**config.mk**
```make
export PLATFORM = sky130hd
export DESIGN_NAME = imu_frame_crc_deframer_core
export DESIGN_NICKNAME = d
export VERILOG_FILES = /design/src/hdl/imu_dfr_pkg.sv /design/src/hdl/imu_dfr_front.sv /design/src/hdl/imu_dfr_fifo.sv /design/src/hdl/imu_dfr_back.sv /design/src/hdl/imu_frame_crc_deframer_core.sv
export SDC_FILE = /design/constraint.sdc
export NUM_CORES = 1
export LEC_CHECK = 0
export BUFFER_PORTS_ARGS = -buffer_cell sky130_fd_sc_hd__buf_2
export CORE_MARGIN = 2
export CORE_UTILIZATION = 55
export DETAILED_ROUTE_END_ITERATION = 6
export HOLD_SLACK_MARGIN = 0.02
export MAX_ROUTING_LAYER = met4
export PLACE_DENSITY = 0.76
export SLEW_MARGIN = 15
export SYNTH_ARGS = -nofsm -noshare
export SYNTH_HDL_FRONTEND = slang
export SYNTH_SLANG_ARGS = --single-unit
export TNS_END_PERCENT = 50
```
**constraint.sdc**
```tcl
create_clock -name clk -period 52.5 [get_ports clk]
set_input_delay 5.25 -clock clk [delete_from_list [all_inputs] [get_ports clk]]
set_output_delay 5.25 -clock clk [all_outputs]
set_load 0.1 [all_outputs]
```
**src/hdl/imu_dfr_pkg.sv**
```systemverilog
// shared types and constants of the imu frame deframer
// no dependencies
package imu_dfr_pkg;

    localparam logic [5:0] FRAME_LAST  = 6'd49;
    localparam logic [5:0] CRC_FIRST   = 6'd8;
    localparam logic [5:0] CRC_END     = 6'd46;
    localparam logic [5:0] TRAILER_POS = 6'd46;
    localparam int         DIAG_MISMATCH_BIT = 0;
    localparam logic [31:0] CRC_POLY   = 32'hEDB8_8320;
    localparam logic [31:0] CRC_INIT   = 32'hFFFF_FFFF;
    localparam int         REC_BYTES   = 46;

    typedef enum logic [3:0] {
        FC_TIMESTAMP = 4'd0,
        FC_DIAG      = 4'd1,
        FC_GYRO_X    = 4'd2,
        FC_GYRO_Y    = 4'd3,
        FC_GYRO_Z    = 4'd4,
        FC_ACCEL_X   = 4'd5,
        FC_ACCEL_Y   = 4'd6,
        FC_ACCEL_Z   = 4'd7,
        FC_TEMP      = 4'd8,
        FC_COUNTER   = 4'd9,
        FC_MCU_TIME  = 4'd10,
        FC_ENC_1     = 4'd11,
        FC_ENC_2     = 4'd12,
        FC_FAILS     = 4'd13,
        FC_FAIL_FLAG = 4'd14
    } field_code_t;

    // one completed frame as handed from front to back
    typedef struct packed {
        logic [REC_BYTES-1:0][7:0] bytes;
        logic                      crc_ok;
        logic [63:0]               fails;
    } frame_rec_t;

endpackage

```
**src/hdl/imu_dfr_front.sv**
```systemverilog
// front end: byte intake, frame buffer, crc-32 and failure count
// depends on imu_dfr_pkg
module imu_dfr_front #(
    parameter int FAIL_COUNT_BITS = 32
) (
    input  logic                    clk,
    input  logic                    rst_n,
    input  logic                    accept,
    input  logic [7:0]              data_byte,
    input  logic                    frame_start,
    output logic                    push,
    output imu_dfr_pkg::frame_rec_t rec
);
    import imu_dfr_pkg::*;

    logic [5:0]                 pos_reg, pos_next, pos_eff;
    logic [31:0]                crc_reg, crc_next, crc_base, crc_upd;
    logic [FAIL_COUNT_BITS-1:0] fails_reg, fails_next;
    logic [7:0]                 buf_mem [0:48];
    logic                       last_byte, in_crc, crc_ok;
    logic [31:0]                trailer;

    function automatic logic [31:0] crc_byte(input logic [31:0] crc, input logic [7:0] b);
        logic [31:0] c;
        c = crc ^ {24'd0, b};
        for (int i = 0; i < 8; i++)
        begin
            c = c[0] ? ((c >> 1) ^ CRC_POLY) : (c >> 1);
        end
        return c;
    endfunction

    always_comb
    begin
        pos_eff   = frame_start ? 6'd0 : pos_reg;
        crc_base  = frame_start ? CRC_INIT : crc_reg;
        crc_upd   = crc_byte(crc_base, data_byte);
        in_crc    = (pos_eff >= CRC_FIRST) && (pos_eff < CRC_END);
        last_byte = (pos_eff == FRAME_LAST);
        trailer   = {data_byte, buf_mem[TRAILER_POS + 6'd2], buf_mem[TRAILER_POS + 6'd1],
                     buf_mem[TRAILER_POS]};
        crc_ok    = ((crc_base ^ CRC_INIT) == trailer);

        pos_next  = pos_reg;
        crc_next  = crc_reg;
        fails_next = fails_reg;
        if (accept)
        begin
            pos_next = last_byte ? 6'd0 : pos_eff + 6'd1;
            crc_next = last_byte ? CRC_INIT : (in_crc ? crc_upd : crc_base);
            if (last_byte && !crc_ok && (fails_reg != {FAIL_COUNT_BITS{1'b1}}))
            begin
                fails_next = fails_reg + 1'b1;
            end
        end

        push = accept && last_byte;
        for (int i = 0; i < REC_BYTES; i++)
        begin
            rec.bytes[i] = buf_mem[i];
        end
        rec.crc_ok = crc_ok;
        rec.fails  = 64'(fails_next);
    end

    always_ff @(posedge clk or negedge rst_n)
    begin
        if (!rst_n)
        begin
            pos_reg   <= '0;
            crc_reg   <= CRC_INIT;
            fails_reg <= '0;
        end
        else
        begin
            pos_reg   <= pos_next;
            crc_reg   <= crc_next;
            fails_reg <= fails_next;
        end
    end

    // frame buffer, every byte of the frame but the last
    always_ff @(posedge clk)
    begin
        if (accept && !last_byte)
        begin
            buf_mem[pos_eff] <= data_byte;
        end
    end

endmodule

```
**src/hdl/imu_dfr_fifo.sv**
```systemverilog
// two-entry queue of completed frame records between front and back
// depends on imu_dfr_pkg
module imu_dfr_fifo (
    input  logic                    clk,
    input  logic                    rst_n,
    input  logic                    push,
    input  imu_dfr_pkg::frame_rec_t rec_in,
    output logic                    full,
    output logic                    not_empty,
    input  logic                    pop,
    output imu_dfr_pkg::frame_rec_t rec_out
);
    import imu_dfr_pkg::*;

    frame_rec_t  entry_reg [0:1];
    logic        wr_ptr_reg, wr_ptr_next;
    logic        rd_ptr_reg, rd_ptr_next;
    logic [1:0]  count_reg, count_next;

    always_comb
    begin
        full        = (count_reg == 2'd2);
        not_empty   = (count_reg != 2'd0);
        rec_out     = entry_reg[rd_ptr_reg];
        wr_ptr_next = push ? ~wr_ptr_reg : wr_ptr_reg;
        rd_ptr_next = pop ? ~rd_ptr_reg : rd_ptr_reg;
        count_next  = count_reg + {1'b0, push} - {1'b0, pop};
    end

    always_ff @(posedge clk or negedge rst_n)
    begin
        if (!rst_n)
        begin
            wr_ptr_reg <= 1'b0;
            rd_ptr_reg <= 1'b0;
            count_reg  <= 2'd0;
        end
        else
        begin
            wr_ptr_reg <= wr_ptr_next;
            rd_ptr_reg <= rd_ptr_next;
            count_reg  <= count_next;
        end
    end

    always_ff @(posedge clk)
    begin
        if (push)
        begin
            entry_reg[wr_ptr_reg] <= rec_in;
        end
    end

endmodule

```
**src/hdl/imu_dfr_back.sv**
```systemverilog
// back end: walks a frame record and emits its 15 field results
// depends on imu_dfr_pkg
module imu_dfr_back (
    input  logic                    clk,
    input  logic                    rst_n,
    input  logic                    rec_valid,
    input  imu_dfr_pkg::frame_rec_t rec,
    output logic                    pop,
    output logic                    m_tvalid,
    input  logic                    m_tready,
    output logic [63:0]             m_tdata,
    output logic [4:0]              m_tuser,
    output logic                    m_tlast
);
    import imu_dfr_pkg::*;

    field_code_t code_reg, code_next;
    logic        valid_reg, valid_next;
    logic [63:0] value_reg, value_next;
    field_code_t ocode_reg, ocode_next;
    logic        pres_reg, pres_next;
    logic        last_reg, last_next;
    logic        load, sensors_ok;

    function automatic logic [63:0] sx32(input logic [31:0] v);
        return {{32{v[31]}}, v};
    endfunction

    function automatic logic [63:0] sx16(input logic [15:0] v);
        return {{48{v[15]}}, v};
    endfunction

    function automatic logic [63:0] field_value(input frame_rec_t r, input field_code_t c);
        logic [63:0] v;
        unique case (c)
            FC_TIMESTAMP: v = r.bytes[7:0];
            FC_DIAG:      v = 64'(r.bytes[9:8]);
            FC_GYRO_X:    v = sx32(r.bytes[13:10]);
            FC_GYRO_Y:    v = sx32(r.bytes[17:14]);
            FC_GYRO_Z:    v = sx32(r.bytes[21:18]);
            FC_ACCEL_X:   v = sx32(r.bytes[25:22]);
            FC_ACCEL_Y:   v = sx32(r.bytes[29:26]);
            FC_ACCEL_Z:   v = sx32(r.bytes[33:30]);
            FC_TEMP:      v = sx16(r.bytes[35:34]);
            FC_COUNTER:   v = 64'(r.bytes[37:36]);
            FC_MCU_TIME:  v = 64'(r.bytes[41:38]);
            FC_ENC_1:     v = sx16(r.bytes[43:42]);
            FC_ENC_2:     v = sx16(r.bytes[45:44]);
            FC_FAILS:     v = r.fails;
            FC_FAIL_FLAG: v = 64'(!r.crc_ok);
            default:      v = '0;
        endcase
        return v;
    endfunction

    always_comb
    begin
        load       = rec_valid && (!valid_reg || m_tready);
        pop        = load && (code_reg == FC_FAIL_FLAG);
        sensors_ok = rec.crc_ok && !rec.bytes[8][DIAG_MISMATCH_BIT];

        code_next  = code_reg;
        valid_next = m_tready ? 1'b0 : valid_reg;
        value_next = value_reg;
        ocode_next = ocode_reg;
        pres_next  = pres_reg;
        last_next  = last_reg;
        if (load)
        begin
            valid_next = 1'b1;
            value_next = field_value(rec, code_reg);
            ocode_next = code_reg;
            last_next  = (code_reg == FC_FAIL_FLAG);
            code_next  = (code_reg == FC_FAIL_FLAG) ? FC_TIMESTAMP
                                                    : field_code_t'(code_reg + 4'd1);
            unique case (code_reg) inside
                FC_TIMESTAMP, FC_FAILS, FC_FAIL_FLAG:
                    pres_next = 1'b1;
                FC_DIAG, FC_MCU_TIME, FC_ENC_1, FC_ENC_2:
                    pres_next = rec.crc_ok;
                default:
                    pres_next = sensors_ok;
            endcase
        end

        m_tvalid = valid_reg;
        m_tdata  = value_reg;
        m_tuser  = {pres_reg, ocode_reg};
        m_tlast  = last_reg;
    end

    always_ff @(posedge clk or negedge rst_n)
    begin
        if (!rst_n)
        begin
            code_reg  <= FC_TIMESTAMP;
            valid_reg <= 1'b0;
        end
        else
        begin
            code_reg  <= code_next;
            valid_reg <= valid_next;
        end
    end

    always_ff @(posedge clk)
    begin
        value_reg <= value_next;
        ocode_reg <= ocode_next;
        pres_reg  <= pres_next;
        last_reg  <= last_next;
    end

endmodule

```
**src/hdl/imu_frame_crc_deframer_core.sv**
```systemverilog
// Byte-serial deframer for a 50-byte little-endian sensor frame checked by reflected CRC-32
// over bytes 8 to 45 against the trailer. It takes one byte per clock cycle while s_tready is high; the
// front end updates the CRC and the frame buffer in the cycle a byte is accepted. On the last
// byte the frame record goes into a two-entry queue and the back end emits 15 field results,
// one per cycle while m_tready is high, through its output register; the first result passes
// through the queue and then the output register. s_tready drops only while two finished
// frames wait in the queue, which only happens when the output side stalls.
// depends on imu_dfr_pkg, imu_dfr_front, imu_dfr_fifo, imu_dfr_back
module imu_frame_crc_deframer_core #(
    parameter int FAIL_COUNT_BITS = 32
) (
    input  logic        clk,
    input  logic        rst_n,
    input  logic        s_tvalid,
    output logic        s_tready,
    input  logic [7:0]  s_tdata,   // data_byte
    input  logic        s_tuser,   // frame_start
    output logic        m_tvalid,
    input  logic        m_tready,
    output logic [63:0] m_tdata,   // field_value
    output logic [4:0]  m_tuser,   // field_code, field_present
    output logic        m_tlast
);
    import imu_dfr_pkg::*;

    frame_rec_t front_rec, head_rec;
    logic       accept, push, pop, q_full, q_valid;

    assign s_tready = !q_full;
    assign accept   = s_tvalid && !q_full;

    imu_dfr_front #(
        .FAIL_COUNT_BITS(FAIL_COUNT_BITS)
    ) u_front (
        .clk         (clk),
        .rst_n       (rst_n),
        .accept      (accept),
        .data_byte   (s_tdata),
        .frame_start (s_tuser),
        .push        (push),
        .rec         (front_rec)
    );

    imu_dfr_fifo u_fifo (
        .clk       (clk),
        .rst_n     (rst_n),
        .push      (push),
        .rec_in    (front_rec),
        .full      (q_full),
        .not_empty (q_valid),
        .pop       (pop),
        .rec_out   (head_rec)
    );

    imu_dfr_back u_back (
        .clk       (clk),
        .rst_n     (rst_n),
        .rec_valid (q_valid),
        .rec       (head_rec),
        .pop       (pop),
        .m_tvalid  (m_tvalid),
        .m_tready  (m_tready),
        .m_tdata   (m_tdata),
        .m_tuser   (m_tuser),
        .m_tlast   (m_tlast)
    );

endmodule

```
==> flow_summary.ini <==
[die]
design.portCount = 85
die_x_um = 305.1
dieHeight_um = 305.1
start_util = 0.5547
die_area_um2 = 93060
fp.coreArea_um2 = 89870
num_rows = 110

[global_routing]
grt_pass1_wl_um = 162800
global_route.usage.total = 0.2451
grt_start_max_net_pins = 193
grt_overflow = 0
antenna_found_initial = 6
vias_in_the_first_global_route = 26040

[detailed_routing]
drc_violation_total_after_the_first_tritonroute_iteration = 3355
postRouteAntennaNets = 0
m1WireLength_um = 42810
drc = 1
maxUsedRoutingLayer = met4
routed_wl_um = 110800
routed_via_density = 6.138
dr_wl_met2_um = 54520
dr.pass1.iters = 7
post_drt_wl_per_cell_um = 26.34
dr_total_vias = 25830
met3RoutedLength_um = 9915

[status]
outcome = finished with violations
failed_checks = DRC

[synthesis]
synth_largest_area_cell = edfxtp_1
synthesis.area_per_instance_um2 = 17.88
synth_ff_type = edfxtp_1
synth.yosys.seq_area_share = 0.8019
synth-seq-cells = 1343
synth_top_cell_area_share = 0.7614
synthArstFlopShare = 0.05882
synth_edf_count = 1264
netlist_top_cells_area = edfxtp_1 (76%), mux2i_1 (6.0%), dfrtp_1 (2.4%)
post_synth_inst_count = 2788
synthDistinctLibCells = 57
yosysWarnings = 0
cell_area_after_synthesis_um2 = 49850
postSynthNetCount = 2806

[clock_tree]
worst_setup_hold_path_clk_slew_ns = 0.06
cts.sink_count = 1343
clockBufferDepth = 3
postCtsHoldBufs = 0
post_cts_setup_buffer_count = 0
cts.repair.resized = 0
ctsRootBufferMaster = clkbuf_16
clock_tree_from_tritoncts = done
cts-buffers-inserted = 131
cts_htree_levels = 4
worstSkewPairLatency_ns = 0.75

[placement]
hpwlAfterDp_um = 64490
port_buffers = 84
finalWeightedCongestion = 0.8578

[power_and_ir_drop]
power.density_cell_area_nw_per_um2 = 39.25
power.total_w = 0.002195
p_leak_nw = 17.60
vdd_drop_max_mv = 0.03442

[critical_path]
timing.setup.critical_path_class = in2reg
worst_ep_required_time_ns = 52.84
worstPathMaxFanout = 88
setup.worst_path.start_class = input pin
worstSetupEndpointType = flip-flop
worstPathArrival_ns = 10.01

[cells_and_area]
layout.nets = 2942
largest_reg_flops = 802
fin_util = 0.6221
drive_gt1_frac = 0.1281
layout-area-overhead-vs-synth_pct = 12.16
most-common-layout-cells = edfxtp_1 (1264), mux2i_1 (298), nor2_1 (148)
nFillCells = 6057
layout.cells.most_common = edfxtp_1

[timing]
setup_viol = 0
skew_ns = 0.03304
final.hold.worst_slack_ns = 0.4326
rsz0062_at_grt = no
tns_ns = 0
drv_slew = 0
timing_hold_violations_final = 0
min_period_over_period = 0.1841
slew_headroom = 0.1075
fmaxAchievable_mhz = 103.5
final_period_minus_worst_setup_slack_ns = 9.664
worst-slew-pin-transition_ns = 1.339

[min_path]
hold_path.class = reg2reg

[run]
max_cap_violations = 0
[where the power goes]
group / total (W) / internal [W] / switching, W
sequential: 0.00119 / 0.00118 / 0.0000151
clock: 0.000913 / 0.000524 / 0.000389
combinational: 0.0000912 / 0.0000372 / 0.0000540
total: 0.00219 / 0.00174 / 0.000458
[cell type report]
| class | count | area, um2 | area share |
|---|---|---|---|
| diodes | 2 | 5.005 | 0.00008951 |
| inverters | 26 | 98.84 | 0.001768 |
| clock buffers | 180 | 3586 | 0.06413 |
| repair buffers | 137 | 858.3 | 0.01535 |
| clock inverters | 59 | 655.6 | 0.01173 |
| well taps | 1176 | 1471 | 0.02632 |
| flip-flops and latches | 1343 | 39980 | 0.7150 |
| multi-input cells | 1285 | 9260 | 0.1656 |
[synth_stat cells, drive strengths merged (19+ instances only)]
| cell | number |
|---|---|
| clkbuf | 68 |
| dfrtp | 47 |
| buf | 66 |
| a21oi | 59 |
| xor2 | 26 |
| nand3 | 55 |
| nor2 | 151 |
| nor4 | 25 |
| o21ai | 67 |
| mux2i | 298 |
| a221oi | 25 |
| nand2b | 19 |
| inv | 26 |
| o22ai | 112 |
| edfxtp | 1264 |
| a22oi | 79 |
| nor3 | 32 |
| nand2 | 75 |
| xnor2 | 121 |
| nand4 | 20 |
| dfstp | 32 |
[worst paths after layout]
kind	start	end	slack, ns	cells after the start
min in group asynchronous	rst_n	u_front.crc_reg[26]	4.70	1
hold / removal	u_front.buf_mem[32][0]	u_fifo.entry_reg[0][289]	0.43	0
setup reg to reg	u_front.pos_reg[0]	u_fifo.entry_reg[0][69]	47.43	7
max in group asynchronous	rst_n	u_fifo.rd_ptr_reg	46.90	2
setup / recovery	s_tuser	u_fifo.entry_reg[0][69]	42.84	9
hold reg to reg	u_front.buf_mem[32][0]	u_fifo.entry_reg[0][289]	0.43	0
[per-stage QoR]
stage	worst slack, ns	instance area, um2	cells
floorplan	28.09	49850	2788
global placement	41.69	51640	3966
detailed placement	41.52	51640	3966
CTS	42.27	55880	4205
global route	42.58	55910	4207
finish	42.84	55910	4208
[routing by layer]
layer  global-route usage  vias to the layer above
li1                     -                    11200
met5                    -                        -
met2               0.3892                     1342
met1               0.3215                    13040
met4              0.08427                        0
met3              0.04562                      248
[worst max-delay path, stage by stage]
cell     delay [ns]
buf_2          0.11
buf_4          0.36
nor2b_1        0.52
ha_1           0.24
nor3b_2        0.63
nand2_1        0.36
nor2_4         0.43
buf_4          0.95
buf_4          0.98
[logic make-up (layout without fill, tap and decap cells)]
| kind of cell | Yosys count | in the layout | share of synthesized area |
|---|---|---|---|
| flops | 1343 | 1343 | 0.8019 |
| simple gates | 425 | 425 | 0.04104 |
| compound gates | 396 | 396 | 0.05173 |
| mux | 312 | 312 | 0.06300 |
| buf+inv | 160 | 402 | 0.01393 |
| xor+xnor | 147 | 147 | 0.02718 |
| fa+ha+maj | 5 | 5 | 0.001255 |
| other cells | 0 | 2 | 0 |
Note: power is estimated with default switching activity, not from simulation.
